### src/design/arp_snooping_device_table_macros.svh
// Assertion macros shared by the ARP snooping device table RTL.
// Depends on a clock named clk and an active-low reset named rst_n in the using module.
`ifndef ARP_SNOOPING_DEVICE_TABLE_MACROS_SVH
`define ARP_SNOOPING_DEVICE_TABLE_MACROS_SVH

// Same-cycle implication, checked outside reset.
`define ARPSDT_ASSERT_NOW(label, ante, cons, msg) \
    label: assert property (@(posedge clk) disable iff (!rst_n) (ante) |-> (cons)) \
        else $error(msg);

// Next-cycle implication, checked outside reset.
`define ARPSDT_ASSERT_NEXT(label, ante, cons, msg) \
    label: assert property (@(posedge clk) disable iff (!rst_n) (ante) |=> (cons)) \
        else $error(msg);

`endif

### src/design/arpsdt_pkg.sv
// Shared types, codes and sizes for the ARP snooping device table.
// No dependencies; used by arpsdt_table and arp_snooping_device_table.
package arpsdt_pkg;

    // Table geometry.
    localparam int TABLE_ENTRIES = 32;
    localparam int IDX_W = (TABLE_ENTRIES > 1) ? $clog2(TABLE_ENTRIES) : 1;
    localparam int CNT_W = $clog2(TABLE_ENTRIES + 1);

    typedef logic [IDX_W-1:0] idx_t;
    typedef logic [CNT_W-1:0] cnt_t;
    typedef logic [31:0]      ip_t;
    typedef logic [47:0]      mac_t;
    typedef logic [1:0]       status_t;
    typedef logic [2:0]       outcome_t;

    // Commands.
    localparam logic [1:0] CMD_LEARN   = 2'd0;
    localparam logic [1:0] CMD_BLOCK   = 2'd1;
    localparam logic [1:0] CMD_UNBLOCK = 2'd2;

    // Entry status codes.
    localparam status_t ST_TRUSTED   = 2'd0;
    localparam status_t ST_UNTRUSTED = 2'd1;
    localparam status_t ST_BLOCKED   = 2'd2;

    // Result outcome codes.
    localparam outcome_t OC_ADDED      = 3'd0;
    localparam outcome_t OC_KNOWN      = 3'd1;
    localparam outcome_t OC_ZERO_IP    = 3'd2;
    localparam outcome_t OC_FULL       = 3'd3;
    localparam outcome_t OC_IGNORED    = 3'd4;
    localparam outcome_t OC_BAD_HEADER = 3'd5;
    localparam outcome_t OC_MARKED     = 3'd6;
    localparam outcome_t OC_NOT_FOUND  = 3'd7;

    // Frame header values.
    localparam logic [10:0] MIN_FRAME_LEN  = 11'd14;
    localparam logic [15:0] ETHERTYPE_ARP  = 16'h0806;
    localparam logic [15:0] HTYPE_ETHERNET = 16'h0001;
    localparam logic [15:0] PTYPE_IPV4     = 16'h0800;
    localparam logic [7:0]  HLEN_ETHERNET  = 8'd6;
    localparam logic [7:0]  PLEN_IPV4      = 8'd4;

    // Write request into the table memories.
    typedef struct packed {
        logic    en_entry;
        logic    en_status;
        idx_t    addr;
        ip_t     ip;
        mac_t    mac;
        status_t status;
    } tbl_wr_t;

endpackage

### src/design/arpsdt_table.sv
// Device table storage: IP, MAC and status memories with one registered read port.
// Depends on arpsdt_pkg for sizes and the write request struct.
module arpsdt_table
    import arpsdt_pkg::*;
(
    input  logic    clk,
    input  logic    rd_en,
    input  idx_t    rd_addr,
    output ip_t     rd_ip,
    output status_t rd_status,
    input  tbl_wr_t wr
);

    ip_t     ip_mem     [TABLE_ENTRIES];
    mac_t    mac_mem    [TABLE_ENTRIES];
    status_t status_mem [TABLE_ENTRIES];

    ip_t     rd_ip_reg;
    status_t rd_status_reg;

    // Write port: an append writes the whole entry, a mark only the status.
    always_ff @(posedge clk)
    begin
        if (wr.en_entry)
        begin
            ip_mem[wr.addr]  <= wr.ip;
            mac_mem[wr.addr] <= wr.mac;
        end
        if (wr.en_entry || wr.en_status)
        begin
            status_mem[wr.addr] <= wr.status;
        end
    end

    // Registered read port.
    always_ff @(posedge clk)
    begin
        if (rd_en)
        begin
            rd_ip_reg     <= ip_mem[rd_addr];
            rd_status_reg <= status_mem[rd_addr];
        end
    end

    assign rd_ip     = rd_ip_reg;
    assign rd_status = rd_status_reg;

endmodule

### src/design/arp_snooping_device_table.sv
// Top level of the ARP snooping device table: command decode, table search and results.
// Depends on arpsdt_pkg, arpsdt_table and arp_snooping_device_table_macros.svh.
//
//   Channel  Direction  Handshake              Payload
//   in       sink       in_valid / in_stall    command, frame fields, ip_address, sender_mac
//   out      source     out_valid / out_stall  outcome, entry_index, entry_status, fill_count
//   cfg      sink       cfg_valid / cfg_ready  cfg_data (arp_enabled)
//
// One item is handled at a time. An item rejected by the header checks skips the scan.
// Any other item scans the used entries through the single table read port, one entry a
// cycle, until an entry matches or every used entry has been read.
// Reset empties the table by clearing the fill count; entries are never read above it.
// A waiting result does not block the next item; only the final result load waits on out_stall.
`include "arp_snooping_device_table_macros.svh"

module arp_snooping_device_table
    import arpsdt_pkg::*;
(
    input  logic        clk,
    input  logic        rst_n,

    input  logic        in_valid,
    output logic        in_stall,
    input  logic [1:0]  command,
    input  logic [10:0] frame_length,
    input  logic [15:0] ether_type,
    input  logic [15:0] hardware_type,
    input  logic [15:0] protocol_type,
    input  logic [7:0]  hardware_length,
    input  logic [7:0]  protocol_length,
    input  logic [31:0] ip_address,
    input  logic [47:0] sender_mac,

    output logic        out_valid,
    input  logic        out_stall,
    output logic [2:0]  outcome,
    output logic [4:0]  entry_index,
    output logic [1:0]  entry_status,
    output logic [5:0]  fill_count,

    input  logic        cfg_valid,
    output logic        cfg_ready,
    input  logic        cfg_data
);

    localparam logic [1:0] S_IDLE   = 2'd0;
    localparam logic [1:0] S_SCAN   = 2'd1;
    localparam logic [1:0] S_FINISH = 2'd2;

    // Control state.
    logic [1:0] state_reg, state_next;
    cnt_t       issue_reg, issue_next;
    logic       cmp_valid_reg, cmp_valid_next;
    cnt_t       used_reg, used_next;
    logic       arp_en_reg, arp_en_next;
    logic       out_valid_reg, out_valid_next;

    // Payload state.
    logic [1:0] cmd_reg, cmd_next;
    ip_t        ip_reg, ip_next;
    mac_t       mac_reg, mac_next;
    idx_t       cmp_idx_reg, cmp_idx_next;
    outcome_t   res_outcome_reg, res_outcome_next;
    idx_t       res_idx_reg, res_idx_next;
    status_t    res_status_reg, res_status_next;
    outcome_t   out_outcome_reg, out_outcome_next;
    logic [4:0] out_index_reg, out_index_next;
    status_t    out_status_reg, out_status_next;
    logic [5:0] out_fill_reg, out_fill_next;

    // Table port.
    logic    rd_en;
    idx_t    rd_addr;
    ip_t     rd_ip;
    status_t rd_status;
    tbl_wr_t wr;

    // Decode of the incoming item.
    logic is_mark;
    logic is_learn;
    logic frame_ignored;
    logic header_bad;
    logic scan_hit;
    logic scan_done;

    arpsdt_table u_table (
        .clk       (clk),
        .rd_en     (rd_en),
        .rd_addr   (rd_addr),
        .rd_ip     (rd_ip),
        .rd_status (rd_status),
        .wr        (wr)
    );

    // Header checks on the item at the input port.
    always_comb
    begin
        is_mark  = (command == CMD_BLOCK) || (command == CMD_UNBLOCK);
        is_learn = (command == CMD_LEARN);
        frame_ignored = !is_mark && (!is_learn || (frame_length <= MIN_FRAME_LEN)
                        || (ether_type != ETHERTYPE_ARP) || !arp_en_reg);
        header_bad = (hardware_type != HTYPE_ETHERNET) || (hardware_length != HLEN_ETHERNET)
                     || (protocol_length != PLEN_IPV4) || (protocol_type != PTYPE_IPV4);
    end

    // Search status: the entry read last cycle matches, or every used entry has been read.
    assign scan_hit  = cmp_valid_reg && (rd_ip == ip_reg);
    assign scan_done = (issue_reg >= used_reg);

    // Sequencer: accept, scan the table, write back, hand over the result.
    always_comb
    begin
        state_next       = state_reg;
        issue_next       = issue_reg;
        cmp_valid_next   = cmp_valid_reg;
        used_next        = used_reg;
        arp_en_next      = arp_en_reg;
        out_valid_next   = out_valid_reg;
        cmd_next         = cmd_reg;
        ip_next          = ip_reg;
        mac_next         = mac_reg;
        cmp_idx_next     = cmp_idx_reg;
        res_outcome_next = res_outcome_reg;
        res_idx_next     = res_idx_reg;
        res_status_next  = res_status_reg;
        out_outcome_next = out_outcome_reg;
        out_index_next   = out_index_reg;
        out_status_next  = out_status_reg;
        out_fill_next    = out_fill_reg;
        rd_en            = 1'b0;
        rd_addr          = issue_reg[IDX_W-1:0];
        wr               = '0;

        if (cfg_valid && cfg_ready)
        begin
            arp_en_next = cfg_data;
        end

        if (out_valid_reg && !out_stall)
        begin
            out_valid_next = 1'b0;
        end

        unique case (state_reg)
            S_IDLE:
            begin
                if (in_valid)
                begin
                    cmd_next        = command;
                    ip_next         = ip_address;
                    mac_next        = sender_mac;
                    issue_next      = '0;
                    cmp_valid_next  = 1'b0;
                    res_idx_next    = '0;
                    res_status_next = ST_TRUSTED;
                    if (frame_ignored)
                    begin
                        res_outcome_next = OC_IGNORED;
                        state_next       = S_FINISH;
                    end
                    else if (is_learn && header_bad)
                    begin
                        res_outcome_next = OC_BAD_HEADER;
                        state_next       = S_FINISH;
                    end
                    else
                    begin
                        state_next = S_SCAN;
                    end
                end
            end

            S_SCAN:
            begin
                if (scan_hit)
                begin
                    res_idx_next = cmp_idx_reg;
                    if (cmd_reg == CMD_LEARN)
                    begin
                        res_outcome_next = OC_KNOWN;
                        res_status_next  = rd_status;
                    end
                    else
                    begin
                        wr.en_status     = 1'b1;
                        wr.addr          = cmp_idx_reg;
                        wr.status        = (cmd_reg == CMD_BLOCK) ? ST_BLOCKED : ST_UNTRUSTED;
                        res_outcome_next = OC_MARKED;
                        res_status_next  = wr.status;
                    end
                    state_next = S_FINISH;
                end
                else if (scan_done)
                begin
                    res_idx_next    = '0;
                    res_status_next = ST_TRUSTED;
                    if (cmd_reg != CMD_LEARN)
                    begin
                        res_outcome_next = OC_NOT_FOUND;
                    end
                    else if (ip_reg == '0)
                    begin
                        res_outcome_next = OC_ZERO_IP;
                    end
                    else if (used_reg >= CNT_W'(TABLE_ENTRIES))
                    begin
                        res_outcome_next = OC_FULL;
                    end
                    else
                    begin
                        // Append the new device as untrusted.
                        wr.en_entry      = 1'b1;
                        wr.addr          = used_reg[IDX_W-1:0];
                        wr.ip            = ip_reg;
                        wr.mac           = mac_reg;
                        wr.status        = ST_UNTRUSTED;
                        used_next        = used_reg + 1'b1;
                        res_outcome_next = OC_ADDED;
                        res_idx_next     = used_reg[IDX_W-1:0];
                        res_status_next  = ST_UNTRUSTED;
                    end
                    state_next = S_FINISH;
                end
                else
                begin
                    rd_en          = 1'b1;
                    cmp_idx_next   = issue_reg[IDX_W-1:0];
                    cmp_valid_next = 1'b1;
                    issue_next     = issue_reg + 1'b1;
                end
            end

            S_FINISH:
            begin
                if (!out_valid_reg || !out_stall)
                begin
                    out_valid_next   = 1'b1;
                    out_outcome_next = res_outcome_reg;
                    out_index_next   = 5'(res_idx_reg);
                    out_status_next  = res_status_reg;
                    out_fill_next    = 6'(used_reg);
                    state_next       = S_IDLE;
                end
            end

            default:
            begin
                state_next = S_IDLE;
            end
        endcase
    end

    // Control registers.
    always_ff @(posedge clk or negedge rst_n)
    begin
        if (!rst_n)
        begin
            state_reg     <= S_IDLE;
            issue_reg     <= '0;
            cmp_valid_reg <= 1'b0;
            used_reg      <= '0;
            arp_en_reg    <= 1'b1;
            out_valid_reg <= 1'b0;
        end
        else
        begin
            state_reg     <= state_next;
            issue_reg     <= issue_next;
            cmp_valid_reg <= cmp_valid_next;
            used_reg      <= used_next;
            arp_en_reg    <= arp_en_next;
            out_valid_reg <= out_valid_next;
        end
    end

    // Payload registers.
    always_ff @(posedge clk)
    begin
        cmd_reg         <= cmd_next;
        ip_reg          <= ip_next;
        mac_reg         <= mac_next;
        cmp_idx_reg     <= cmp_idx_next;
        res_outcome_reg <= res_outcome_next;
        res_idx_reg     <= res_idx_next;
        res_status_reg  <= res_status_next;
        out_outcome_reg <= out_outcome_next;
        out_index_reg   <= out_index_next;
        out_status_reg  <= out_status_next;
        out_fill_reg    <= out_fill_next;
    end

    // Port drive.
    assign in_stall     = (state_reg != S_IDLE);
    assign cfg_ready    = 1'b1;
    assign out_valid    = out_valid_reg;
    assign outcome      = out_outcome_reg;
    assign entry_index  = out_index_reg;
    assign entry_status = out_status_reg;
    assign fill_count   = out_fill_reg;

    // The fill count stays within the table and only ever grows by one.
    `ARPSDT_ASSERT_NOW(a_used_bound, 1'b1, used_reg <= CNT_W'(TABLE_ENTRIES),
        "fill count exceeds table size")
    `ARPSDT_ASSERT_NEXT(a_used_step, 1'b1,
        (used_reg == $past(used_reg)) || (used_reg == $past(used_reg) + 1'b1),
        "fill count moved by more than one")

    // Table writes only close a scan, and an append lands at the fill count.
    `ARPSDT_ASSERT_NOW(a_write_in_scan, wr.en_entry || wr.en_status, state_reg == S_SCAN,
        "table written outside a scan")
    `ARPSDT_ASSERT_NOW(a_append_addr, wr.en_entry, wr.addr == used_reg[IDX_W-1:0],
        "append address differs from fill count")

endmodule

### config.mk
export PLATFORM = sky130hd
export DESIGN_NAME = arp_snooping_device_table
export DESIGN_NICKNAME = d
export VERILOG_FILES = /design/src/design/arpsdt_pkg.sv /design/src/design/arpsdt_table.sv /design/src/design/arp_snooping_device_table.sv
export VERILOG_INCLUDE_DIRS = /design/src /design/src/design
export SDC_FILE = /design/constraint.sdc
export NUM_CORES = 1
export LEC_CHECK = 0
export BUFFER_PORTS_ARGS = -buffer_cell sky130_fd_sc_hd__buf_2
export CORE_UTILIZATION = 50
export DETAILED_ROUTE_END_ITERATION = 10
export PLACE_DENSITY_LB_ADDON = 0.12
export SYNTH_ARGS = -nofsm -noshare
export SYNTH_HDL_FRONTEND = slang
export SYNTH_SLANG_ARGS = --single-unit
### constraint.sdc
create_clock -name clk -period 7.9 [get_ports clk]
set_clock_uncertainty 0.05 [all_clocks]
set_input_delay 1.58 -clock clk [delete_from_list [all_inputs] [get_ports clk]]
set_output_delay 1.58 -clock clk [all_outputs]
set_load 0.02 [all_outputs]
## Yosys cells after proc, flatten, opt, wreduce, memory -nomap -nowiden

Memories as Yosys holds them, arrays and structs flattened. A register that Yosys moved wholly into a read port is not among the register bits.
Cells that the tools add are included.
W data, S select, Z words.

| storage, ports and cells | value |
|---|---|
| register bits after elaboration | 130 |
| bits in writable memories | 1088 |
| input port bits | 163 |
| word-level logic and storage cells | 146 |
| memories kept | 2 |

Memory list:

| name | depth | bits a word | rd ports | clocked after memory_dff | write ports | RTL line | text |
|---|---|---|---|---|---|---|---|
| u_table.ip_mem | 32 | 32 | 1 | 1 | 1 | arpsdt_table.sv:14 | `ip_t ip_mem [TABLE_ENTRIES];` |
| u_table.status_mem | 32 | 2 | 1 | 1 | 1 | arpsdt_table.sv:16 | `status_t status_mem [TABLE_ENTRIES];` |

| cells by class | value |
|---|---|
| add/sub/neg operators | 2 |
| magnitude comparators | 3 |
| equal/unequal tests | 17 |
| muxes and demuxes | 67 |
| bitwise gates (word level) | 5 |
| reduce and logical (&&, ||, !) cells | 33 |

Operators with widths:

| kind | count |
|---|---|
| $mux W87 | 4 |
| $mux W89 | 1 |
| $mux W80 | 1 |
| $mux W5 | 7 |
| $eq A32 B32 Y1 | 1 |
| $logic_not A32 Y1 | 1 |
| $ne A16 B12 Y1 const B | 2 |
| $mux W2 | 14 |
| $mux W3 | 8 |
| $mux W6 | 4 |
| $mux W1 | 22 |
| $ne A16 B1 Y1 const B | 1 |
| $ne A8 B3 Y1 const B | 2 |
| $add A6 B1 Y6 const B | 2 |
| $pmux W6 S2 | 1 |
| $le A11 B4 Y1 const B | 1 |
| $pmux W5 S2 | 1 |
| $logic_or A1 B1 Y1 | 9 |
| $reduce_and A3 Y1 | 3 |
| $ne A2 B2 Y1 const B | 4 |
| $reduce_and A4 Y1 | 2 |
| $eq A2 B1 Y1 const B | 3 |
| $ge A6 B6 Y1 | 1 |
| $ge A6 B6 Y1 const B | 1 |
| 13 further kinds | 31 |

## Logic depth before layout (Yosys ltp)

Gate-level depths: netlist of run 1.

| depth | value |
|---|---|
| word-level depth | 10 |
| gate-level depth with buffers | 13 |

## Modules after synthesis

A second synthesis of run 1 with hierarchy kept.

| unflattened totals | value |
|---|---|
| cell total of the unflattened synthesis | 2913 |
| area, all modules | 49612.6 µm² |

By module, submodules not included:

| module | times used | cells each | area each (µm²) | seq. area each (µm²) |
|---|---|---|---|---|
| arpsdt_table | 1 | 2444 | 43610.6 | 33692.3 |
| arp_snooping_device_table | 1 | 469 | 6002.0 | 3819.9 |

## Least setup slack after synthesis of run 1

OpenSTA, ideal clock, no wires.

| path | value |
|---|---|
| path kind | register -> register |
| start point | register issue_reg[0] |
| end point | memory u_table.ip_mem[8][0] in the netlist's numbering (enable) |
| setup time | 0.461 ns |
| arrival | 5.299 ns |
| required time | 7.389 ns |
| setup slack | 2.090 ns |
| stages on the path, launching flop included | 14 |
| period minus slack after synthesis | 5.810 ns |
| cell sequence | dfrtp_1 clkbuf_1 clkbuf_1 buf_2 inv_1 ha_1 nand2b_1 a2111oi_0 o21ai_1 o21ai_2 nor4b_2 clkbuf_1 nand2_1 nor3_1 |

| between the ends | value |
|---|---|
| word-level cells in the longest chain between the ends | 6 |
| elaborated cells on any way between the ends | 8 |
| classes of those cells | 1 x order compare; 7 x mux |

Ends and longest elaborated chain:

| what | RTL line | text |
|---|---|---|
| from (decl) | arp_snooping_device_table.sv:52 | `cnt_t issue_reg, issue_next;` |
| from (signal assigned) | arp_snooping_device_table.sv:268 | `issue_reg <= issue_next;` |
| $ge A6 B6 Y1 * | arp_snooping_device_table.sv:108 | `assign scan_done = (issue_reg >= used_reg);` |
| $mux W1 | arp_snooping_device_table.sv:193 | `else if (scan_done)` |
| $mux W1 | arp_snooping_device_table.sv:175 | `if (scan_hit)` |
| $mux W89 * | arp_snooping_device_table.sv:144 | `unique case (state_reg)` |
| $mux W1 | n/a |  |
| $mux W1 (implied by the code) | arpsdt_table.sv:26 | `ip_mem[wr.addr] <= wr.ip;` |
| to (decl) | arpsdt_table.sv:14 |  |

Every way passes the cells marked *; elsewhere a longest branch is shown, timed or not.

## Worst setup path in the final report of run 1

| path | value |
|---|---|
| start point | register issue_reg[2] |
| end point | memory u_table.ip_mem[13][18] in the netlist's numbering (enable) |

The elaborated chain is that of the path after synthesis.

==> results.md, run 1 <==
* Ys Warns at 0
* GPL Wtd Cong at 0.8197
* TritonCTS buffer count at 119
* Dominant synthesized flop cell: edfxtp_1
* Drt wl/cell at 32.04 um
* Synthesis-to-layout area growth at 13.64%
* Row count at 111
* Max Buffers Root-to-Sink at 3
* Area of the die at 94970 um2
* Util after Layout at 57.76%
* Hpwl dp at 61810 um
* Status: complete, no violations
* Pwr dens at 262.0 nW/um2
* Gate Count Post-Synth at 2032
* Antenna violations before repair at 1
* H-tree levels at 3
* Sw power at 3.125 mW
* Worst-margin pin slew at 1234 ps
* Setup bufs post-CTS at 0
* Mapped Area at 46870 um2
* Port Buffers at 132
* Clock Latency Late Sink at 720 ps
* Reg clk slew, reported paths at 60 ps
* Global route overflow at 0
* Sequential share of power at 52.4%
* Rel. slew slack at 17.51%
* Post-CTS Resized at 0
* Avg Synthesized Cell Area at 23.07 um2
* Pre-antenna DRT Iters at 7
* Min cycle time layout at 5415 ps
* Register area at 36090 um2
* Setup Crit Path Kind: flip-flop to flip-flop
* Largest regs: u_table.ip_mem: 1024 flops, u_table.status_mem: 64 flops
* Min-Delay Path Class: flip-flop to flip-flop
* CP Data Arrival Time at 5740 ps
* Post-synth EDFFs at 1187
* Yosys reg bits at 1204
* Max Clk Rate at 184.7 MHz
* Largest net degree at the start of global routing at 99
* Setup crit end kind: flip-flop
* Height of the die at 308.2 um
* CP Launch Type: flip-flop
* Final hold violation count at 0
* Top reg by flops: u_table.ip_mem
* LEAKAGE at 15.68 nW
* CTS Root Cell: clkbuf_16
* R2R depth at 10
* Sw Share at 22.39%
* Inst Count DP at 3374
* Max FFs per register at 1024
* Fin cells at 3596
* DRT iter0 DRCs at 2687
* Setup-failing EPs final at 0
* RSZ-0062 raised after global routing: no
* CP Max Fanout at 45
* I/O pin cnt at 182
* Final nets at 2425
* Worst EP required at 8220 ps
* Max Cap Viol at 0
* Gate power share at 7.7%
* Vias in the first global route at 22610
* Hold path depth at 0
* Area of the multi-input gates at 10550 um2
* Max IR drop VDD at 0.2032 mV
* CTS tree: built
* Setup TNS Final at 0 ps
* Count of pins over their slew limit at 0
* Sequential fraction of the synthesis area at 76.96%
* Cell internal pwr at 10.83 mW
* Sink Count at 1204
* WL final at 115200 um
* Final Cycle Share at 68.54%
* Initial Util at 50.82%
* First-pass GRT wire length at 163900 um
* Core ar. at 92220 um2
* Vias per Instance at 6.195
* Netlist cell types at 64
* Fillers at 6798
* Async SR Flop Fraction at 1.412%
* DRC at 0
* DRT antenna net count at 0
* Tot GR Track Use at 24.87%
* Die Wd at 308.2 um
* Via count at 22276
* Mapped Nets at 2205
* Share of post-route cells with drive strength above 1 at 34.40%
* Hold-fix buffers, CTS at 0
* Clk pwr share at 39.9%
==> power by group through the flow <==
| stage | Clock, mW | Combinational [mW] | Sequential [mW] |
|---|---|---|---|
| floorplan | 0 | 0.734 | 7.40 |
| global placement | 0 | 1.07 | 7.45 |
| detailed placement | 0 | 1.08 | 7.45 |
| CTS | 5.65 | 1.09 | 7.31 |
| global route | 5.89 | 1.15 | 7.32 |
| finish | 5.57 | 1.07 | 7.31 |
==> kinds of logic after synthesis <==
| group | count (synthesis) | share of synthesized area (%) |
|---|---|---|
| multiplexers | 380 | 17.30 |
| other | 1 | 0.008001 |
| XOR/XNOR | 39 | 0.7288 |
| buffers and inverters | 113 | 1.033 |
| AND/OR/NAND/NOR | 233 | 2.872 |
| adder cells (fa/ha/maj) | 10 | 0.2670 |
| AO/OA/AOI/OAI | 52 | 0.8302 |
| flip-flops | 1204 | 76.96 |
==> synth_stat cells (4+ instances only) <==
cell type | instances | area, um2
nand3_1 | 8 | 40.04
and2_1 | 32 | 200.2
nand2_1 | 29 | 108.9
mux4_2 | 340 | 7657
o21ai_0 | 5 | 25.02
buf_2 | 27 | 135.1
nor4_2 | 6 | 75.07
a21oi_1 | 13 | 65.06
xnor2_1 | 7 | 61.31
ha_1 | 10 | 125.1
mux2_2 | 37 | 416.7
clkbuf_1 | 58 | 217.7
and4_1 | 4 | 35.03
nor3_1 | 25 | 125.1
a22o_1 | 6 | 52.55
nor3_2 | 9 | 90.09
inv_1 | 13 | 48.80
dfrtp_1 | 16 | 400.4
edfxtp_1 | 1187 | 35640
xor2_1 | 32 | 280.3
nor4_1 | 18 | 112.6
nand4_1 | 7 | 43.79
buf_1 | 11 | 41.29
nor4b_1 | 9 | 78.83
nor2_1 | 63 | 236.5
==> worst paths after layout <==
kind / start / end / slack [ps]
max: issue_reg[2] / u_table.ip_mem[13][18] / 2490
min: res_idx_reg[0] / entry_index[0] / 370
max reg2reg: issue_reg[2] / u_table.ip_mem[13][18] / 2490
min reg2reg: res_idx_reg[0] / entry_index[0] / 370
max in group asynchronous: rst_n / issue_reg[2] / 6720
min in group asynchronous: rst_n / used_reg[3] / 740
==> metal layers <==
metal | global-route usage, % | up-vias | part of all wire, %
met1 | 36.71 | 12016 | 42
met3 | 4.549 | 173 | 7.8
li1 | - | 9105 | -
met5 | 0 | - | 0
met2 | 38.70 | 982 | 48
met4 | 6.306 | 0 | 2.3
==> placed cells by master, fill, tap and decap left out, types with 13 or more instances in the layout <==
master	instances
mux4_2	340
nor4_1	17
clkinv_2	28
clkbuf_1	21
buf_4	66
nand2_1	29
clkinv_1	33
xor2_1	32
a21oi_1	13
mux2_2	37
nor3_1	17
and2_1	32
nor2_1	45
clkbuf_16	119
nor2_4	18
bufinv_16	13
edfxtp_1	1187
buf_2	132
==> final cells by class <==
type                            instances  share of cell area, %
Inverter                               13                0.09161
Tap cell                             1243                  2.920
Multi-Input combinational cell        715                  19.80
Antenna cell                            1               0.004698
Clock buffer                          140                  5.739
Timing Repair Buffer                  199                  2.208
Clock inverter                         81                  1.489
Sequential cell                      1204                  67.75
==> per-stage QoR <==
step / instance area [um2] / hold slack, ps / setup slack (ps) / total power [mW]
after floorplan: 46870 / 350.3 / 2090 / 8.139
after global placement: 49410 / 351.7 / 2459 / 8.518
after detailed placement: 49410 / 355.4 / 2529 / 8.533
after CTS: 53260 / 371.2 / 2492 / 14.05
after global routing: 53260 / 375.6 / 2193 / 14.36
final: 53260 / 369.5 / 2485 / 13.96
==> critical path, stage by stage (launching register included) <==
cell	delay (ps)
dfrtp_4	970
ha_1	290
o21a_1	110
o21ai_0	60
o21ai_1	320
o21ai_2	260
nor4b_4	290
buf_4	630
nand2_1	630
nor2_4	900
buf_4	430
No activity file was read; power rests on OpenSTA's default activity.
==> run 2: changes to the inputs <==
clock period = 4.55 ns   (was 7.9 ns; I/O delays follow)
==> results.md, run 2 (synthesized netlist as in run 1, its figures left out) <==
* Status: complete, no violations
* Setup-failing EPs final at 0
* Port Buffers at 132
* Initial Util at 50.82%
* Max Cap Viol at 0
* Setup Crit Path Kind: flip-flop to flip-flop
* Min cycle time layout at 4148 ps
* Register area at 36090 um2
* Largest net degree at the start of global routing at 118
* Clock Latency Late Sink at 710 ps
* Top reg by flops: u_table.ip_mem
* Slowest cell delay on critical path at 540 ps
* WL final at 113400 um
* Max Buffers Root-to-Sink at 3
* Final nets at 2462
* Reg clk slew, reported paths at 60 ps
* Pre-antenna DRT Iters at 5
* Rel. slew slack at 17.71%
* RSZ-0062 raised after global routing: no
* Worst Slack Setup Final at 402.5 ps
* Worst EP required at 4840 ps
* R2R depth at 9
* Worst-margin pin slew at 1234 ps
* CP Max Fanout at 21
* I/O pin cnt at 182
* Vias per Instance at 6.041
* Max FFs per register at 1024
* Critical Path Slowest Stage Cell: nor4_4
* CP Launch Type: flip-flop
* Count of pins over their slew limit at 0
* First-pass GRT wire length at 162800 um
* Kind of cell adding the most delay to the critical path: simple AND/OR/NAND/NOR gates
* Pwr dens at 442.5 nW/um2
* Cell internal pwr at 18.45 mW
* Pre-CTS worst setup slack at 246.9 ps
* Most common library cell in the layout ignoring fill and taps: edfxtp_1
* CP Buf/Inv Count at 2
* # diodes at 0
* Sw Share at 22.56%
* Crit-path most repeated cell: buf_4
* Max IR drop VDD at 0.3421 mV
* Global route overflow at 0
* Area of the die at 94970 um2
* Stages on the worst setup path at 9
* CP Data Arrival Time at 4440 ps
* Synthesis-to-layout area growth at 14.89%
* Max Clk Rate at 241.1 MHz
* Final Cycle Share at 91.15%
* Sink Count at 1204
* Via count at 21921
* TritonCTS buffer count at 118
* GPL Wtd Cong at 0.8336
* Min-Delay Path Class: primary input to asynchronous set/reset pin
* Gate power share at 8.2%
* Tot GR Track Use at 24.58%
* Clk pwr share at 38.7%
* DRT iter0 DRCs at 2508
* Area after DPL at 50180 um2
* DRC at 0
* Height of the die at 308.2 um
* Total power at 23.83 mW
* Most frequent cells in the layout: 1187 x edfxtp_1, 340 x mux4_2, 132 x buf_2, 119 x clkbuf_16, 69 x buf_4
* Die Wd at 308.2 um
* Fillers at 6677
* CTS tree: built
* CP cell instances: xor2_1 > nor4_2 > nand2_1 > nor4_4 > buf_4 > mux2_2 > nand3b_1 > nor2_4 > buf_4
* Largest regs: u_table.ip_mem: 1024 flops, u_table.status_mem: 64 flops
* Fin Hold WS at 91.11 ps
* CTS Root Cell: clkbuf_16
* DRT antenna net count at 0
* Row count at 111
* Design area at 53850 um2
* Final hold violation count at 0
* Sw power at 5.376 mW
* Hpwl dp at 62420 um
* Setup crit end kind: flip-flop
* H-tree levels at 3
* Sequential share of power at 53.1%
* Vias in the first global route at 22800
* Area of the multi-input gates at 10600 um2
* Share of post-route cells with drive strength above 1 at 35.04%
* LEAKAGE at 15.92 nW
* Antenna violations before repair at 1
* Setup bufs post-CTS at 0
* Setup TNS Final at 0 ps
* Drt wl/cell at 31.25 um
* Core ar. at 92220 um2
run 2: cell count changes in the layout (fill, tap and decap cells not counted), sizes merged:
cell	before	now
buf	199	237
bufinv	13	6
clkbuf	140	146
clkinv	65	59
clkinvlp	0	3
diode	1	0
run 2: power groups by stage:
stage               clock network, mW  registers, mW  logic (mW)
global placement                    0           12.9        1.96
CTS                              9.42           12.6        1.99
finish                           9.22           12.6        1.96
floorplan                           0           12.9        1.28
detailed placement                  0           12.9        1.98
global route                     9.81           12.7        2.11
run 2: per-stage QoR:
step           util (%)  std cells
6_report          58.39       3629
2_1_floorplan         -       2032
4_1_cts           58.38       3629
3_3_place_gp      54.42       3412
5_1_grt           58.39       3629
3_5_place_dp      54.42       3412
run 2: final cells by class:
class | count | area share (%)
Sequential cell | 1204 | 67.02
Multi-Input combinational cell | 715 | 19.68
Clock buffer | 146 | 5.718
Timing Repair Buffer | 237 | 3.527
Tap cell | 1243 | 2.888
Clock inverter | 71 | 1.076
Inverter | 13 | 0.09062
run 2: path summary, 6_finish.rpt:
kind / startpoint / endpoint / slack [ps]
hold / removal: rst_n / cmp_valid_reg / 90
hold reg to reg: res_status_reg[0] / entry_status[0] / 370
min in group clk: ip_address[27] / ip_reg[27] / 330
max in group asynchronous: rst_n / arp_en_reg / 4030
setup / recovery: ip_reg[28] / u_table.ip_mem[28][16] / 400
setup reg to reg: ip_reg[28] / u_table.ip_mem[28][16] / 400
run 2: worst reg2reg max path: cells and delay by family (launching register included):
kind / cells / cell delay (ps)
and+or+nand+nor: 5 / 1890
buffers and inverters: 2 / 690
muxes: 1 / 480
DFF: 1 / 430
xor gates and xnor gates: 1 / 230
run 2: routing by layer:
metal / GRT usage [%] / wire length, um / share of wire, %
met3: 4.150 / 7643 / 6.7
met5: 0 / 15 / 0.013
met4: 7.416 / 3234 / 2.9
met2: 40.32 / 56940 / 50
met1: 34.09 / 45580 / 40
run 2: what timing repair did:
| item | CTS | global route |
|---|---|---|
| resized for setup | 0 | 1 |
| hold buffers | 0 | 0 |
| setup endpoints to repair | 0 | 26 |
